[config.mk]
export PLATFORM = sky130hd
export DESIGN_NAME = sam_merge_flat
export DESIGN_NICKNAME = d
export VERILOG_FILES = /design/src/hw/rtl/sam_pkg.sv /design/src/hw/rtl/sam_if.sv /design/src/hw/rtl/sam_merge.sv /design/src/flat_wrapper.sv
export SDC_FILE = /design/constraint.sdc
export NUM_CORES = 1
export LEC_CHECK = 0
export BUFFER_PORTS_ARGS = -buffer_cell sky130_fd_sc_hd__buf_2
export CAP_MARGIN = 0
export CORE_ASPECT_RATIO = 1.25
export CORE_MARGIN = 5
export CORE_UTILIZATION = 30
export CTS_CLUSTER_SIZE = 25
export DETAILED_ROUTE_END_ITERATION = 10
export SLEW_MARGIN = 20
export SYNTH_ARGS = -nofsm -noshare
export SYNTH_HDL_FRONTEND = slang
export SYNTH_SLANG_ARGS = --single-unit
[constraint.sdc]
create_clock -name clk -period 14.33 [get_ports clk]
set_input_delay 1.433 -clock clk [delete_from_list [all_inputs] [get_ports clk]]
set_output_delay 1.433 -clock clk [all_outputs]
set_load 0.05 [all_outputs]
[src/hw/rtl/sam_pkg.sv]
// ----------------------------------------------------------------------------
// sam_pkg: shared types and constants
// Record layout, cell control group and merge status group for the
// sort-and-merge block.
// ----------------------------------------------------------------------------
package sam_pkg;

  localparam int KEY_W = 32;
  localparam int LVL_W = 32;
  localparam int TOL_W = 16;

  // 0.001 in Q16.16, rounded to nearest
  localparam logic [TOL_W-1:0] TOL_RESET = 16'd66;

  typedef struct packed {
    logic signed [KEY_W-1:0] key;
    logic signed [LVL_W-1:0] level;
    logic                    mark;
  } rec_t;

  // shared control for every cell of the chain
  typedef struct packed {
    logic ins;   // insert broadcast record
    logic pop;   // shift toward the head
  } cell_ctrl_t;

  // status from the merge stage
  typedef struct packed {
    logic pop;   // head record consumed this cycle
    logic done;  // final result loaded, set complete
  } mrg_stat_t;

endpackage

[src/hw/rtl/sam_if.sv]


interface sam_out_if
  import sam_pkg::*;
();
  logic                    valid;
  logic                    ready;
  logic signed [KEY_W-1:0] out_key;
  logic signed [LVL_W-1:0] out_level;
  logic                    out_mark;
  logic                    last_out;

  modport source (output valid, out_key, out_level, out_mark, last_out, input ready);
  modport sink   (input valid, out_key, out_level, out_mark, last_out, output ready);
endinterface

[src/hw/rtl/sam_merge.sv]
// ----------------------------------------------------------------------------
// sam_merge: run merge and output register
// Takes sorted records from the chain head, folds near keys into the open
// run and hands finished runs to the result channel.
// ----------------------------------------------------------------------------
module sam_merge
  import sam_pkg::*;
(
  input  logic             clk,
  input  logic             rst_n,
  input  logic             drain,
  input  logic             head_avail,
  input  rec_t             head_rec,
  input  logic [TOL_W-1:0] tol,
  output mrg_stat_t        stat,
  sam_out_if.source        out_ch
);

  rec_t                    run_r,       run_nxt;
  logic                    run_vld_r,   run_vld_nxt;
  logic signed [KEY_W-1:0] prev_key_r,  prev_key_nxt;
  rec_t                    obuf_r,      obuf_nxt;
  logic                    olast_r,     olast_nxt;
  logic                    ovld_r,      ovld_nxt;

  logic                    step_ok;
  logic signed [KEY_W:0]   key_gap;
  logic                    near;

  // output slot free this cycle
  assign step_ok = !ovld_r || out_ch.ready;

  // sorted order: head key is never below the previous key
  assign key_gap = {head_rec.key[KEY_W-1], head_rec.key} - {prev_key_r[KEY_W-1], prev_key_r};
  assign near = run_vld_r && (key_gap <= $signed({{(KEY_W+1-TOL_W){1'b0}}, tol}));

  assign stat.pop  = drain && head_avail && step_ok;
  assign stat.done = drain && !head_avail && step_ok;

  always_comb begin
    run_nxt      = run_r;
    run_vld_nxt  = run_vld_r;
    prev_key_nxt = prev_key_r;
    obuf_nxt     = obuf_r;
    olast_nxt    = olast_r;
    ovld_nxt     = ovld_r && !out_ch.ready;
    if (stat.pop) begin
      prev_key_nxt = head_rec.key;
      if (near) begin
        if (head_rec.level > run_r.level) begin
          run_nxt.level = head_rec.level;
        end
      end else begin
        if (run_vld_r) begin
          obuf_nxt  = run_r;
          olast_nxt = 1'b0;
          ovld_nxt  = 1'b1;
        end
        run_nxt     = head_rec;
        run_vld_nxt = 1'b1;
      end
    end else if (stat.done) begin
      if (run_vld_r) begin
        obuf_nxt  = run_r;
        olast_nxt = 1'b1;
        ovld_nxt  = 1'b1;
      end
      run_vld_nxt = 1'b0;
    end
  end

  always_ff @(posedge clk) begin
    if (!rst_n) begin
      run_vld_r <= 1'b0;
      ovld_r    <= 1'b0;
    end else begin
      run_vld_r <= run_vld_nxt;
      ovld_r    <= ovld_nxt;
    end
  end

  always_ff @(posedge clk) begin
    run_r      <= run_nxt;
    prev_key_r <= prev_key_nxt;
    obuf_r     <= obuf_nxt;
    olast_r    <= olast_nxt;
  end

  assign out_ch.valid     = ovld_r;
  assign out_ch.out_key   = obuf_r.key;
  assign out_ch.out_level = obuf_r.level;
  assign out_ch.out_mark  = obuf_r.mark;
  assign out_ch.last_out  = olast_r;

endmodule

[src/flat_wrapper.sv]
// flat-port wrapper written by rule: the top's interface ports become plain ports
module sam_merge_flat import sam_pkg::*;
  (clk, rst_n, drain, head_avail, head_rec, tol, stat, out_ch_valid, out_ch_out_key, out_ch_out_level, out_ch_out_mark, out_ch_last_out, out_ch_ready);
  sam_out_if out_ch_i ();
  input  logic clk;
  input  logic rst_n;
  input  logic drain;
  input  logic head_avail;
  input  rec_t head_rec;
  input  logic [TOL_W-1:0] tol;
  output mrg_stat_t stat;
  output wire logic [$bits(out_ch_i.valid)-1:0] out_ch_valid;
  output wire logic [$bits(out_ch_i.out_key)-1:0] out_ch_out_key;
  output wire logic [$bits(out_ch_i.out_level)-1:0] out_ch_out_level;
  output wire logic [$bits(out_ch_i.out_mark)-1:0] out_ch_out_mark;
  output wire logic [$bits(out_ch_i.last_out)-1:0] out_ch_last_out;
  input wire logic [$bits(out_ch_i.ready)-1:0] out_ch_ready;
  assign out_ch_valid = out_ch_i.valid;
  assign out_ch_out_key = out_ch_i.out_key;
  assign out_ch_out_level = out_ch_i.out_level;
  assign out_ch_out_mark = out_ch_i.out_mark;
  assign out_ch_last_out = out_ch_i.last_out;
  assign out_ch_i.ready = out_ch_ready;
  sam_merge u_core (.clk(clk), .rst_n(rst_n), .drain(drain), .head_avail(head_avail), .head_rec(head_rec), .tol(tol), .stat(stat), .out_ch(out_ch_i));
endmodule
==> metrics.csv <==
stage,metric,value,unit
synth,Syn Inst Count,673,
global_routing,largest net degree at the start of global routing,57,
drt,vias per inst,4.72,
die,FP Rows,68,
placement,Placer Congestion,0.835,
synth,"flops & latches, synth",165,
clocking,CTS root buf,clkbuf_16,
critical_path,Setup crit start,head_rec[37],
status,status,completed,
clocking,htree depth,4,
drt,first drt pass iteration count,4,
synth,post-synthesis cell area,8440,sq um
timing,final hold violations,0,
critical_path,CP max FO,56,
clocking,CTS max path bufs,2,
worst_hold_path,WHS Endpoint,u_core.out_ch.out_key[15],
critical_path,crit start category,input pin,
timing,RSZ-0062 raised after global routing,no,
critical_path,CP top delay family,compound AO/OA/AOI/OAI gates,
die,Initial Utilization,30.5,%
clocking,Post-CTS Setup Bufs,0,
timing,measured slew at the worst slew-check pin,778,ps
layout,layout cells sized above 1,24.3,%
drt,DR iter-0 viols,265,
synth,number of distinct library cells after synthesis,66,
drt,Detail Route Antenna Nets,0,
timing,fin. max-slew vios,0,
timing,FMAX,0.151,GHz
timing,Slew headroom,47.6,%
die,die width,160,um
critical_path,"slowest stage cell, crit path",o31ai_2,
placement,Post-DP HPWL,15.3,mm
layout,nets,1006,
clocking,clock slew at reported path FFs,70,ps
critical_path,Crit path top cell by count,ha_1,
synth,Synth Flop Type,edfxtp_1,
drt,WL final,20.0,mm
placement,placed insts,1169,
worst_hold_path,hold path start,u_core.run_r[48],
global_routing,first-pass GRT wire length,31.2,mm
timing,clk_skew,10.9,ps
pwr,maximum VDD drop,0.0713,mV
critical_path,Worst setup EP type,register,
worst_hold_path,min-delay worst type,reg2reg,
die,DIE AREA,31600,sq um
job,Max Cap Viol,0,
timing,crit share post-route,46.2,%
worst_hold_path,Hold Path Stages,0,
clocking,clk sink count,165,
timing,crit path time final,6610,ps
clocking,# resized after CTS,0,
critical_path,register-to-register setup slack,8510,ps
drt,DR DRC count,0,
synth,Syn. warnings,0,
global_routing,vias in the first global route,5895,
timing,Final setup viols,0,
drt,Wirelength per Cell,16.6,um
synth,syn nets,840,
global_routing,initial antenna violation count,0,
pwr,power density cells,115,nW/um^2
critical_path,reg2reg end,u_core.out_ch.out_key[6],
critical_path,Worst Setup Path Type,in2reg,
synth,Syn Area/Cell,12.5,sq um
global_routing,GRT overflow,0,
critical_path,Worst EP arrival,6690,ps
clocking,clock buffer count from CTS,17,
die,Die Ht,198,um
clocking,CTS Hold Bufs,0,
layout,final cell count without fillers,1202,
layout,diode count,0,
clocking,CTS tree,yes,
drt,via count,5674,
placement,post-placement setup slack,7250,ps
timing,post-route setup slack,7720,ps
clocking,"Clk Latency, worst-skew pair",420,ps
critical_path,worst-case reg-to-reg path depth,18,
die,core area,27700,sq um
critical_path,CP Cell Sequence,buf_2 -> ha_1 -> a21o_1 -> or3_1 -> o21a_1 -> nor2b_1 -> a31oi_1 -> o221ai_1 -> xor2_1 -> ha_1 -> a211o_1 -> a2111oi_0 -> a21oi_1 -> a2111oi_4 -> nand4b_1 -> o31ai_2 -> a21oi_4 -> buf_4,
critical_path,required time of the critical path,14410,ps
synth,register area share after synthesis,58.5,%
placement,# port buffers,154,
global_routing,GRT Util Overall,12.6,%
critical_path,critical register-to-register path startpoint,u_core.prev_key_r[4],
die,io pins,155,
synth,"EDFF count, synth",163,
critical_path,"Buf+Inv Stages, Crit Path",2,
critical_path,CP max stage delay,750,ps
pwr,Pleak,4.37,nW
timing,final hold slack,413,ps
layout,synthesis-to-finish area growth,21.4,%
synth,share of flip-flops with an asynchronous set or reset,0,%
timing,Final TNS setup,0,ps
[layout by cell type, fill, tap and decap left out, types with 3 or more instances in the layout]
| cell type | count |
|---|---|
| clkinv_4 | 4 |
| xor2_1 | 8 |
| a21o_1 | 26 |
| o21ai_0 | 20 |
| nand3_1 | 19 |
| and2_1 | 5 |
| nor2_1 | 26 |
| a21oi_1 | 43 |
| a31oi_1 | 5 |
| inv_1 | 91 |
| edfxtp_1 | 163 |
| nor2b_1 | 8 |
| nand2b_1 | 7 |
| inv_8 | 3 |
| o21a_1 | 12 |
| a2111oi_0 | 3 |
| or3_1 | 6 |
| or4_1 | 3 |
| xnor2_1 | 9 |
| o221ai_1 | 3 |
| clkbuf_16 | 17 |
| inv_6 | 3 |
| ha_1 | 80 |
| buf_2 | 154 |
| mux2i_1 | 3 |
| o21bai_1 | 3 |
| nand2_1 | 34 |
| o211ai_1 | 10 |
| a211oi_1 | 3 |
| nand4_1 | 15 |
| nor3_1 | 7 |
| buf_4 | 3 |
[per-layer routing]
layer	vias to the layer above	part of all wire (%)	global-route usage [%]
met5	-	0	0
met4	0	1.7	4.27
met3	17	4.5	3.17
met2	139	49	21.7
met1	2667	45	15.3
li1	2851	-	-
[layout make-up]
class | instances | area [sq um]
Clock buffer | 18 | 429
Clock inverter | 14 | 140
Fill cell | 2709 | 17400
Inverter | 91 | 342
Multi-Input combinational cell | 406 | 3140
Sequential cell | 165 | 4930
Tap cell | 350 | 438
Timing Repair Buffer | 158 | 821
[sequential cells by signal, summed over array words and instances (netlist names)]
register / flops
u_core.run_r: 65
u_core.out_ch.out_key: 32
u_core.out_ch.out_level: 32
u_core.prev_key_r: 32
u_core.out_ch.last_out: 1
u_core.out_ch.out_mark: 1
u_core.out_ch.valid: 1
u_core.run_vld_r: 1
[where the power goes]
part / internal [mW] / switching (mW) / leakage (nW)
combinational: 0.0696 / 0.115 / 2.57
clock: 0.231 / 0.209 / 0.277
sequential: 0.551 / 0.00545 / 1.52
total: 0.851 / 0.330 / 4.37
[cell families (layout without fill, tap and decap cells)]
kind of cell    count (synthesis)  after routing  synth area share (%)
compound gates                164            164                  14.0
xor+xnor                       17             17                  1.76
fa+ha+maj                      81             81                  12.1
buf+inv                       102            281                  4.77
flops                         165            165                  58.5
mux                             4              4                 0.489
simple gates                  140            140                  8.44
[cells in the mapped netlist, types with 3 or more instances]
cell,instances,area (sq um)
a211oi_1,3,22.5
nor2b_1,8,50.1
ha_1,80,1000
nand4_1,15,93.8
nand2_1,34,128
xnor2_1,9,78.8
clkbuf_1,6,22.5
o21ai_0,20,100
nor2_1,26,97.6
inv_1,91,342
or4_1,3,22.5
a21oi_1,45,225
a21o_1,26,195
and2_1,5,31.3
mux2i_1,3,30.0
nand3_1,19,95.1
o221ai_1,3,26.3
o21bai_1,3,22.5
a2111oi_0,3,26.3
o211ai_1,10,75.1
or3_1,6,37.5
nor3_1,7,35.0
nand2b_1,7,43.8
edfxtp_1,163,4890
buf_4,3,22.5
o21a_1,12,90.1
a31oi_1,6,37.5
xor2_1,8,70.1
[worst max path at each step]
stage,to,slack (ps),cells after the start
after floorplan,u_core.out_ch.last_out,6380,18
after global placement,u_core.out_ch.out_key[2],7490,18
after detailed placement,u_core.out_ch.out_key[2],7250,18
after CTS,u_core.out_ch.out_key[6],7670,18
after global routing,u_core.out_ch.out_key[6],7370,18
final,u_core.out_ch.out_key[6],7720,18
[through the flow]
stage | instance area (sq um) | util [%] | power (mW)
after floorplan | 8440 | - | 0.694
after global placement | 9650 | 34.9 | 0.748
after detailed placement | 9650 | 34.9 | 0.751
after CTS | 10200 | 36.9 | 1.20
after global routing | 10200 | 37.0 | 1.24
final | 10200 | 37.0 | 1.18
Power figures use the tool's default switching activity.
