==> src/hw/rtl/sam_pkg.sv <==
// ----------------------------------------------------------------------------
// sam_pkg: shared types and constants
// Record layout, cell control group and merge status group for the
// sort-and-merge block.
// ----------------------------------------------------------------------------
package sam_pkg;

  localparam int KEY_W = 32;
  localparam int LVL_W = 32;
  localparam int TOL_W = 16;

  // 0.001 in Q16.16, rounded to nearest
  localparam logic [TOL_W-1:0] TOL_RESET = 16'd66;

  typedef struct packed {
    logic signed [KEY_W-1:0] key;
    logic signed [LVL_W-1:0] level;
    logic                    mark;
  } rec_t;

  // shared control for every cell of the chain
  typedef struct packed {
    logic ins;   // insert broadcast record
    logic pop;   // shift toward the head
  } cell_ctrl_t;

  // status from the merge stage
  typedef struct packed {
    logic pop;   // head record consumed this cycle
    logic done;  // final result loaded, set complete
  } mrg_stat_t;

endpackage

==> src/hw/rtl/sam_cell.sv <==
// ----------------------------------------------------------------------------
// sam_cell: one slot of the insertion chain
// Holds one record. On insert it keeps, takes its left neighbor, or takes
// the new record; on pop it takes its right neighbor.
// ----------------------------------------------------------------------------
module sam_cell
  import sam_pkg::*;
(
  input  logic       clk,
  input  cell_ctrl_t ctrl,
  input  rec_t       new_rec,
  input  logic       occ,        // slot holds a record of the current set
  input  rec_t       left_rec,
  input  logic       left_gt,    // left neighbor moves right on insert
  input  rec_t       right_rec,
  output rec_t       rec,
  output logic       gt          // this slot moves right on insert
);

  rec_t rec_r;
  rec_t rec_nxt;

  // empty slots sort after everything; equal keys stay ahead of the new one
  assign gt = !occ || (rec_r.key > new_rec.key);

  always_comb begin
    rec_nxt = rec_r;
    if (ctrl.ins && gt) begin
      rec_nxt = left_gt ? left_rec : new_rec;
    end else if (ctrl.pop) begin
      rec_nxt = right_rec;
    end
  end

  always_ff @(posedge clk) begin
    rec_r <= rec_nxt;
  end

  assign rec = rec_r;

endmodule

==> config.mk <==
export PLATFORM = sky130hd
export DESIGN_NAME = sam_cell
export DESIGN_NICKNAME = d
export VERILOG_FILES = /design/src/hw/rtl/sam_pkg.sv /design/src/hw/rtl/sam_cell.sv
export SDC_FILE = /design/constraint.sdc
export NUM_CORES = 1
export LEC_CHECK = 0
export ABC_CLOCK_PERIOD_IN_PS = 11900
export BUFFER_PORTS_ARGS = -buffer_cell sky130_fd_sc_hd__buf_2
export CELL_PAD_IN_SITES_DETAIL_PLACEMENT = 0
export CELL_PAD_IN_SITES_GLOBAL_PLACEMENT = 1
export CORE_UTILIZATION = 36
export CTS_BUF_LIST = sky130_fd_sc_hd__clkbuf_4 sky130_fd_sc_hd__clkbuf_8
export DETAILED_ROUTE_END_ITERATION = 10
export GPL_ROUTABILITY_DRIVEN = 0
export PLACE_DENSITY_LB_ADDON = 0.1
export SLEW_MARGIN = 40
export SYNTH_ARGS = -nofsm -noshare
export SYNTH_HDL_FRONTEND = slang
export SYNTH_SLANG_ARGS = --single-unit
==> constraint.sdc <==
create_clock -name clk -period 11.9 [get_ports clk]
set_clock_uncertainty 0.05 [all_clocks]
set_input_delay 0 -clock clk [delete_from_list [all_inputs] [get_ports clk]]
set_output_delay 0 -clock clk [all_outputs]
set_load 0.01 [all_outputs]
==> flow_metrics.env, run 1 <==
export IMPL_run_status="completed"
export IMPL_clock_latency_on_the_worst_skew_pair_ns=0.35
export IMPL_dpl_cell_area_sq_um=5900
export IMPL_power_share_combinational=0.401
export IMPL_grt_start_max_net_pins=97
export IMPL_grt_setup_unrepaired="false"
export IMPL_post_route_cells_drive_above_1_share=0.542
export IMPL_rows=40
export IMPL_rrSetupSlack_ns=7.87
export IMPL_detailroute_wirelength_met2_um=6840
export IMPL_diodes=0
export IMPL_pwr_share_clk=0.197
export IMPL_asyncSetResetFlopFracSynth=0
export IMPL_cts_buffers=9
export IMPL_ir_worst_vdd_mv=0.0587
export IMPL_numClockSinks=65
export IMPL_grt_util_overall=0.204
export IMPL_detail_route_drc_violations=0
export IMPL_post_route_cell_area_sq_um=6770
export IMPL_die_width_um=113
export IMPL_fmaxAchievable_ghz=0.248
export IMPL_worst_case_clock_buffer_depth=2
export IMPL_wire_length_of_the_first_global_routing_pass_um=20000
export IMPL_floorplan_initialDensity=0.371
export IMPL_p_leak_nw=3.29
export IMPL_worst_path_max_fanout=65
export IMPL_post_route_period_util=0.338
export IMPL_hp_class="in -> reg"
export IMPL_routedWlPerCell_um=15.6
export IMPL_total_nets_after_synthesis=602
export IMPL_crit_path_start_kind="flop"
export IMPL_hold_viol_final=0
export IMPL_synth_edf_count=65
export IMPL_syn_inst=370
export IMPL_slew_headroom=0.458
export IMPL_final_setup_viol_count=0
export IMPL_tightestPinTransition_ns=0.813
export IMPL_core_area_sq_um=12000
export IMPL_synthesis_area_per_instance_sq_um=12.0
export IMPL_crit_path_time_final_ns=4.03
export IMPL_drt_iter0_drc=148
export IMPL_final_hold_worst_slack_ns=0.0117
export IMPL_post_cts_repair_setup_buffers=0
export IMPL_synthToLayoutAreaGrowth_pct=52.2
export IMPL_design_die_area_sq_um=12800
export IMPL_vias=4139
export IMPL_via_per_inst=4.85
export IMPL_die_h_um=113
export IMPL_power_density_nw_per_um2=124
export IMPL_ys_types=30
export IMPL_largest_register_ffs=65
export IMPL_seq_power_share=0.402
export IMPL_cts_max_level=3
export IMPL_area_of_combinational_cells_with_multiple_inputs_sq_um=2280
export IMPL_total_wirelength_of_the_detailed_routed_design_um=13300
export IMPL_ant_nets_after_route=0
export IMPL_drv_max_cap_violation_count=0
export IMPL_synth_seq_cells=65
export IMPL_synth_seq_area_share=0.439
export IMPL_timing_final_max_slew_violations=0
export IMPL_antenna_found_initial=0
export IMPL_synth_warnings=0
export IMPL_finish_net_count=933
export IMPL_place_detailed_hpwl_um=9530
export IMPL_final_seq_area_sq_um=1950
export IMPL_arrival_ns=4.08
export IMPL_route_layer_met1_wl_um=5180
export IMPL_final_total_negative_setup_slack_ns=0
export IMPL_io_pins=266
export IMPL_timing_worst_setup_path_type="reg -> reg"
export IMPL_cp_data_required_time_ns=11.95
export IMPL_maxUsedRoutingLayer="met4"
export IMPL_first_global_vias=4203
export IMPL_endpoint_kind="flop"
export IMPL_clock_root_buffer="clkbuf_8"
export IMPL_post_cts_resize_count=0
export IMPL_intPower_mw=0.568
export IMPL_clk_pin_slew_ns=0.08
export IMPL_commonest_register_cell_after_synthesis="edfxtp_1"
export IMPL_dr_wl_met3_um=911
export IMPL_dr_pass1_iters=5
export IMPL_cts_tree="built"
export IMPL_switching_share=0.322
export IMPL_grt_ovfl_total=0
export IMPL_post_synth_instance_area_sq_um=4450
export IMPL_number_of_buffer_cells_added_on_primary_ports=265
export IMPL_switching_power_mw=0.270
export IMPL_final_fill_count=1076
[what timing repair did]
action                                 CTS  global route
setup endpoints to repair                0             0
hold buffers                            71             0
endpoints found under the hold margin   65             0
[layout by cell type, fill, tap and decap left out, types with 2 or more instances in the layout]
cell type      instances
dlygate4sd3_1         71
inv_1                 35
clkinv_1               2
nand3_1                3
o21ai_0               36
a21oi_1               16
mux2_2                60
buf_2                264
o211ai_1               2
clkinvlp_4             2
nand4_1                8
mux2_4                39
edfxtp_1              65
ha_1                  32
nand2_1               40
clkbuf_8               9
buf_6                  2
clkinv_2               3
nor3_1                 3
[metrics by stage]
step,utilization,setup WS [ns],cells,total power [mW]
after CTS,0.564,7.90,853,0.849
after floorplan,-,7.66,370,0.541
final,0.564,7.87,853,0.838
after global placement,0.491,8.26,766,0.654
after global routing,0.564,7.65,853,0.890
after detailed placement,0.491,8.27,766,0.657
[cell usage after synthesis, types with 2 or more instances]
master | number | area, sq um
edfxtp_1 | 65 | 1950
mux2_2 | 60 | 676
nand2_1 | 40 | 150
mux2_4 | 39 | 586
o21ai_0 | 36 | 180
inv_1 | 35 | 131
ha_1 | 32 | 400
a21oi_1 | 16 | 80.1
clkbuf_1 | 10 | 37.5
nand4_1 | 8 | 50.1
buf_6 | 4 | 45.0
nand3_1 | 3 | 15.0
nor3_1 | 3 | 15.0
buf_2 | 2 | 10.0
o211ai_1 | 2 | 15.0
[worst paths after layout]
kind	start	endpoint	depth (start not counted)
min reg2reg	rec[64]	rec[46]	3
max reg2reg	rec[64]	rec[42]	9
max	rec[64]	rec[42]	9
min	left_rec[37]	rec[37]	4
[critical path: stages, from the launching register on]
cell	delay (ns)
edfxtp_1	0.39
ha_1	0.42
nand4_1	0.17
or4_1	0.60
nor3_1	0.23
o21ai_0	0.18
o311ai_4	0.12
buf_6	0.61
mux2_4	0.35
dlygate4sd3_1	0.56
[metal layers]
layer  up-vias  GRT usage
li1       2017          -
met1      1920      0.219
met2       178      0.378
met3        24     0.0471
met4         0     0.0947
met5         -          0
[layout make-up]
type | count | share of cell area
multi-input cells | 252 | 0.337
repair buffers | 338 | 0.305
flip-flops and latches | 65 | 0.288
well taps | 147 | 0.0272
inverters | 35 | 0.0194
clock buffers | 9 | 0.0183
clock inverters | 7 | 0.00554
[power by group through the flow]
stage,Clock [mW],Combinational (mW),Sequential [mW]
4_1_cts,0.172,0.339,0.338
2_1_floorplan,0,0.173,0.368
3_3_place_gp,0,0.313,0.340
3_5_place_dp,0,0.315,0.342
5_1_grt,0.181,0.366,0.343
6_report,0.165,0.336,0.337
[cell families after synthesis]
| family | Yosys count | share of synthesized area |
|---|---|---|
| compound gates | 60 | 0.0734 |
| fa+ha+maj | 32 | 0.0900 |
| buf+inv | 53 | 0.0529 |
| flops | 65 | 0.439 |
| mux | 99 | 0.283 |
| simple gates | 61 | 0.0619 |
Note: power is estimated with default switching activity, not from simulation.
==> run 2: changes to the inputs <==
--- a/config.mk
+++ b/config.mk
@@ -5,11 +5,11 @@
 export SDC_FILE = /design/constraint.sdc
 export NUM_CORES = 1
 export LEC_CHECK = 0
-export ABC_CLOCK_PERIOD_IN_PS = 11900
+export ABC_CLOCK_PERIOD_IN_PS = 3870
 export BUFFER_PORTS_ARGS = -buffer_cell sky130_fd_sc_hd__buf_2
 export CELL_PAD_IN_SITES_DETAIL_PLACEMENT = 0
 export CELL_PAD_IN_SITES_GLOBAL_PLACEMENT = 1
-export CORE_UTILIZATION = 36
+export CORE_UTILIZATION = 33
 export CTS_BUF_LIST = sky130_fd_sc_hd__clkbuf_4 sky130_fd_sc_hd__clkbuf_8
 export DETAILED_ROUTE_END_ITERATION = 10
 export GPL_ROUTABILITY_DRIVEN = 0
==> constraint.sdc (replaced) <==
create_clock -name clk -period 3.87 [get_ports clk]
set_clock_uncertainty 0.05 [all_clocks]
set_input_delay 0 -clock clk [delete_from_list [all_inputs] [get_ports clk]]
set_output_delay 0 -clock clk [all_outputs]
set_load 0.01 [all_outputs]
==> run 2 against run 1 <==
  * Worst hold slack improved by 0.0069 ns
  * Setup slack got worse by 7.5 ns
  * Cell count rose by 4.6%
==> flow_metrics.env, run 2 (same netlist as run 1, synthesis figures left out) <==
export IMPL_run_status="completed"
export IMPL_final_total_negative_setup_slack_ns=0
export IMPL_timing_final_max_slew_violations=0
export IMPL_ir_worst_vdd_mv=0.139
export IMPL_cts_tree="built"
export IMPL_worst_path_max_fanout=26
export IMPL_clock_latency_on_the_worst_skew_pair_ns=0.34
export IMPL_hp_class="in -> reg"
export IMPL_grt_start_max_net_pins=62
export IMPL_grt_setup_unrepaired="false"
export IMPL_worst_case_clock_buffer_depth=2
export IMPL_cp_data_required_time_ns=3.92
export IMPL_grt_util_overall=0.193
export IMPL_floorplan_initialDensity=0.337
export IMPL_post_route_period_util=0.893
export IMPL_core_area_sq_um=13200
export IMPL_final_fill_count=1221
export IMPL_largest_register_ffs=65
export IMPL_dr_pass1_iters=4
export IMPL_slew_headroom=0.556
export IMPL_clk_pin_slew_ns=0.07
export IMPL_timing_worst_setup_path_type="reg -> reg"
export IMPL_detail_route_drc_violations=0
export IMPL_rows=42
export IMPL_die_h_um=118
export IMPL_cts_max_level=3
export IMPL_crit_chain="ha_1 -> nand4_1 -> or4_1 -> nand2b_1 -> and3_1 -> a2bb2oi_1 -> o311ai_4 -> buf_4 -> mux2_4"
export IMPL_grt_ovfl_total=0
export IMPL_first_global_vias=4308
export IMPL_final_cells=892
export IMPL_most_common_layout_cells="264 x buf_2, 76 x dlygate4sd3_1, 65 x edfxtp_1"
export IMPL_vias=4050
export IMPL_design_die_area_sq_um=14000
export IMPL_total_wirelength_of_the_detailed_routed_design_um=13100
export IMPL_endpoint_kind="flop"
export IMPL_crit_path_top_delay_cell="or4_1"
export IMPL_antenna_found_initial=0
export IMPL_dp_cells=800
export IMPL_number_of_buffer_cells_added_on_primary_ports=265
export IMPL_hold_viol_final=0
export IMPL_tightestPinTransition_ns=0.665
export IMPL_crit_path_time_final_ns=3.45
export IMPL_drv_max_cap_violation_count=0
export IMPL_place_detailed_hpwl_um=9720
export IMPL_p_leak_nw=3.35
export IMPL_wire_length_of_the_first_global_routing_pass_um=20900
export IMPL_via_per_inst=4.54
export IMPL_finish_net_count=943
export IMPL_die_width_um=118
export IMPL_layout_cells_most_common="buf_2"
export IMPL_synthToLayoutAreaGrowth_pct=55.3
export IMPL_power_density_nw_per_um2=381
export IMPL_io_pins=266
export IMPL_routedWlPerCell_um=14.7
export IMPL_fmaxAchievable_ghz=0.290
export IMPL_arrival_ns=3.50
export IMPL_total_power_after_layout_mw=2.63
export IMPL_final_core_utilization=0.524
export IMPL_clock_root_buffer="clkbuf_8"
export IMPL_crit_path_start_kind="flop"
export IMPL_cts_buffers=9
export IMPL_cp_slowest_stage_delay_ns=0.59
export IMPL_numClockSinks=65
export IMPL_post_cts_resize_count=0
export IMPL_drt_iter0_drc=164
export IMPL_final_setup_viol_count=0
export IMPL_post_cts_repair_setup_buffers=0
export IMPL_diodes=0
export IMPL_final_hold_worst_slack_ns=0.0186
export IMPL_ant_nets_after_route=0
export IMPL_post_route_cells_drive_above_1_share=0.541
run 2: final timing paths:
check	end	depth (start not counted)	from	slack, ns
hold / removal	rec[58]	4	left_rec[58]	0.02
setup / recovery	rec[52]	9	rec[64]	0.42
hold reg to reg	rec[64]	3	rec[64]	1.13
setup reg to reg	rec[52]	9	rec[64]	0.42
run 2: area by class of cell:
class | count | area, sq um | share of cell area
Multi-Input combinational cell | 252 | 2280 | 0.330
Timing Repair Buffer | 348 | 2140 | 0.310
Sequential cell | 65 | 1950 | 0.282
Tap cell | 176 | 220 | 0.0319
Clock buffer | 11 | 139 | 0.0201
Inverter | 35 | 131 | 0.0190
Clock inverter | 5 | 46.3 | 0.00670
run 2: worst max-delay path, delay by kind of cell (launching register included):
kind                       cells  cell delay [ns]
DFF                            1             0.39
and+or+nand+nor                4             1.15
buffers and inverters          1             0.34
AOI/OAI and AO/OA              2             0.47
adders and majority gates      1             0.44
muxes                          1             0.35
run 2: repair_timing:
action,in CTS,in global routing
endpoints found under the setup margin,0,0
hold buffers,76,0
hold endpoints to repair,65,0
run 2: stage by stage:
stage	cell area [sq um]	worst slack (ns)
after CTS	6910	0.419
after detailed placement	5970	0.427
final	6910	0.416
after global routing	6910	0.251
after floorplan	4450	0.276
after global placement	5960	0.351
run 2: report_power, final:
part | internal, mW | switching [mW] | total, mW
clock network | 0.305 | 0.260 | 0.564
registers | 0.979 | 0.0577 | 1.04
logic | 0.543 | 0.490 | 1.03
run 2: layer usage:
metal	up-vias	track usage	wire, um
li1	2035	-	-
met1	1835	0.223	5380
met2	168	0.341	6620
met3	12	0.0536	913
met4	0	0.0681	191
met5	-	0	0
==> run 3: changes to the inputs <==
--- a/config.mk
+++ b/config.mk
@@ -9,7 +9,7 @@
 export BUFFER_PORTS_ARGS = -buffer_cell sky130_fd_sc_hd__buf_2
 export CELL_PAD_IN_SITES_DETAIL_PLACEMENT = 0
 export CELL_PAD_IN_SITES_GLOBAL_PLACEMENT = 1
-export CORE_UTILIZATION = 33
+export CORE_UTILIZATION = 26
 export CTS_BUF_LIST = sky130_fd_sc_hd__clkbuf_4 sky130_fd_sc_hd__clkbuf_8
 export DETAILED_ROUTE_END_ITERATION = 10
 export GPL_ROUTABILITY_DRIVEN = 0
==> run 3 against run 2 <==
  * Combinational power about the same
  * Worst hold slack gained 0.0018 ns
  * Sequential power about the same
  * Sequential share of layout area decreased by 0.89 points
  * Clock power about the same
  * Die area is 26% higher
  * Critical endpoint is now rec[19]
  * Highest routed layer unchanged
==> flow_metrics.env, run 3 (same netlist as run 1, synthesis figures left out) <==
export IMPL_cp_data_required_time_ns=3.92
export IMPL_slew_headroom=0.529
export IMPL_rows=47
export IMPL_design_die_area_sq_um=17600
export IMPL_die_h_um=133
export IMPL_die_width_um=133
export IMPL_place_detailed_hpwl_um=10300
export IMPL_cts_buffers=9
export IMPL_largest_register_ffs=65
export IMPL_dp_cells=840
export IMPL_finish_net_count=956
export IMPL_post_route_cells_drive_above_1_share=0.526
export IMPL_post_route_cell_area_sq_um=7140
export IMPL_fmaxAchievable_ghz=0.289
export IMPL_total_power_after_layout_mw=2.65
export IMPL_hold_viol_final=0
export IMPL_ant_nets_after_route=0
export IMPL_worst_path_max_fanout=35
export IMPL_cts_max_level=3
export IMPL_rrSetupSlack_ns=0.41
export IMPL_post_route_period_util=0.893
export IMPL_timing_worst_setup_path_type="reg -> reg"
export IMPL_final_cells=950
export IMPL_floorplan_initialDensity=0.267
export IMPL_timing_final_max_slew_violations=0
export IMPL_arrival_ns=3.51
export IMPL_number_of_buffer_cells_added_on_primary_ports=265
export IMPL_layout_cells_most_common="buf_2"
export IMPL_dpl_worst_slack_ns=0.393
export IMPL_synthToLayoutAreaGrowth_pct=60.4
export IMPL_final_setup_viol_count=0
export IMPL_vias=4095
export IMPL_numClockSinks=65
export IMPL_endpoint_kind="flop"
export IMPL_most_common_layout_cells="264 x buf_2, 93 x dlygate4sd3_1, 65 x edfxtp_1"
export IMPL_worst_slack_ns=0.413
export IMPL_ir_worst_vdd_mv=0.151
export IMPL_hp_class="in -> reg"
export IMPL_p_leak_nw=3.41
export IMPL_total_wirelength_of_the_detailed_routed_design_um=13800
export IMPL_final_total_negative_setup_slack_ns=0
export IMPL_final_core_utilization=0.429
export IMPL_grt_util_overall=0.160
export IMPL_detail_route_drc_violations=0
export IMPL_post_cts_resize_count=0
export IMPL_drt_iter0_drc=102
export IMPL_dr_pass1_iters=4
export IMPL_first_global_vias=4260
export IMPL_cts_hold_buffers=93
export IMPL_routedWlPerCell_um=14.6
export IMPL_core_area_sq_um=16600
export IMPL_final_hold_worst_slack_ns=0.0204
export IMPL_grt_start_max_net_pins=97
export IMPL_tightestPinTransition_ns=0.706
export IMPL_run_status="completed"
export IMPL_wire_length_of_the_first_global_routing_pass_um=21500
export IMPL_via_per_inst=4.31
export IMPL_dpl_cell_area_sq_um=6020
export IMPL_crit_path_time_final_ns=3.46
export IMPL_grt_ovfl_total=0
export IMPL_io_pins=266
export IMPL_cts_tree="built"
export IMPL_clk_pin_slew_ns=0.07
export IMPL_worst_case_clock_buffer_depth=2
export IMPL_antenna_found_initial=1
export IMPL_drv_max_cap_violation_count=0
export IMPL_crit_path_start_kind="flop"
export IMPL_clock_latency_on_the_worst_skew_pair_ns=0.36
export IMPL_power_density_nw_per_um2=372
export IMPL_grt_setup_unrepaired="false"
export IMPL_clock_root_buffer="clkbuf_8"
export IMPL_post_cts_repair_setup_buffers=0
-- run 3: changes by cell type in the layout (fill, tap and decap cells not counted), sizes merged --
cell         change
buf              -4
diode            +2
clkbuf           -1
dlygate4sd3     +17
-- run 3: routing by layer --
metal | up-vias | routed length (um) | share of wire | GRT usage
li1 | 2075 | - | - | -
met1 | 1828 | 5820 | 0.42 | 0.186
met2 | 176 | 6590 | 0.48 | 0.273
met3 | 16 | 1200 | 0.087 | 0.0490
met4 | 0 | 233 | 0.017 | 0.0619
met5 | - | 0 | 0 | 0
-- run 3: worst max-delay path: stages, from the launching register on --
cell and delay [ns]:
edfxtp_1 0.39, ha_1 0.44, nand4_1 0.17, or4_1 0.60
nand2b_1 0.19, and3_1 0.21, a2bb2oi_1 0.25, o311ai_4 0.19
or2_4 0.44, buf_12 0.26
-- run 3: worst paths after layout --
check                from       to  cells past startpoint
max               rec[64]  rec[19]                      9
min          left_rec[62]  rec[62]                      4
max reg2reg       rec[64]  rec[19]                      9
min reg2reg       rec[64]  rec[33]                      4
-- run 3: layout make-up --
type / instances / area (sq um)
Fill cell: 1646 / 9510
Timing Repair Buffer: 361 / 2310
Multi-Input combinational cell: 252 / 2280
Sequential cell: 65 / 1950
Tap cell: 220 / 275
Clock buffer: 10 / 131
Inverter: 35 / 131
Clock inverter: 5 / 47.5
Antenna cell: 2 / 5.00
-- run 3: where the power goes --
group	switching (mW)	leakage (nW)	internal [mW]
clock network	0.266	0.0944	0.295
registers	0.0540	0.661	0.978
logic	0.505	2.66	0.557
total	0.825	3.41	1.83
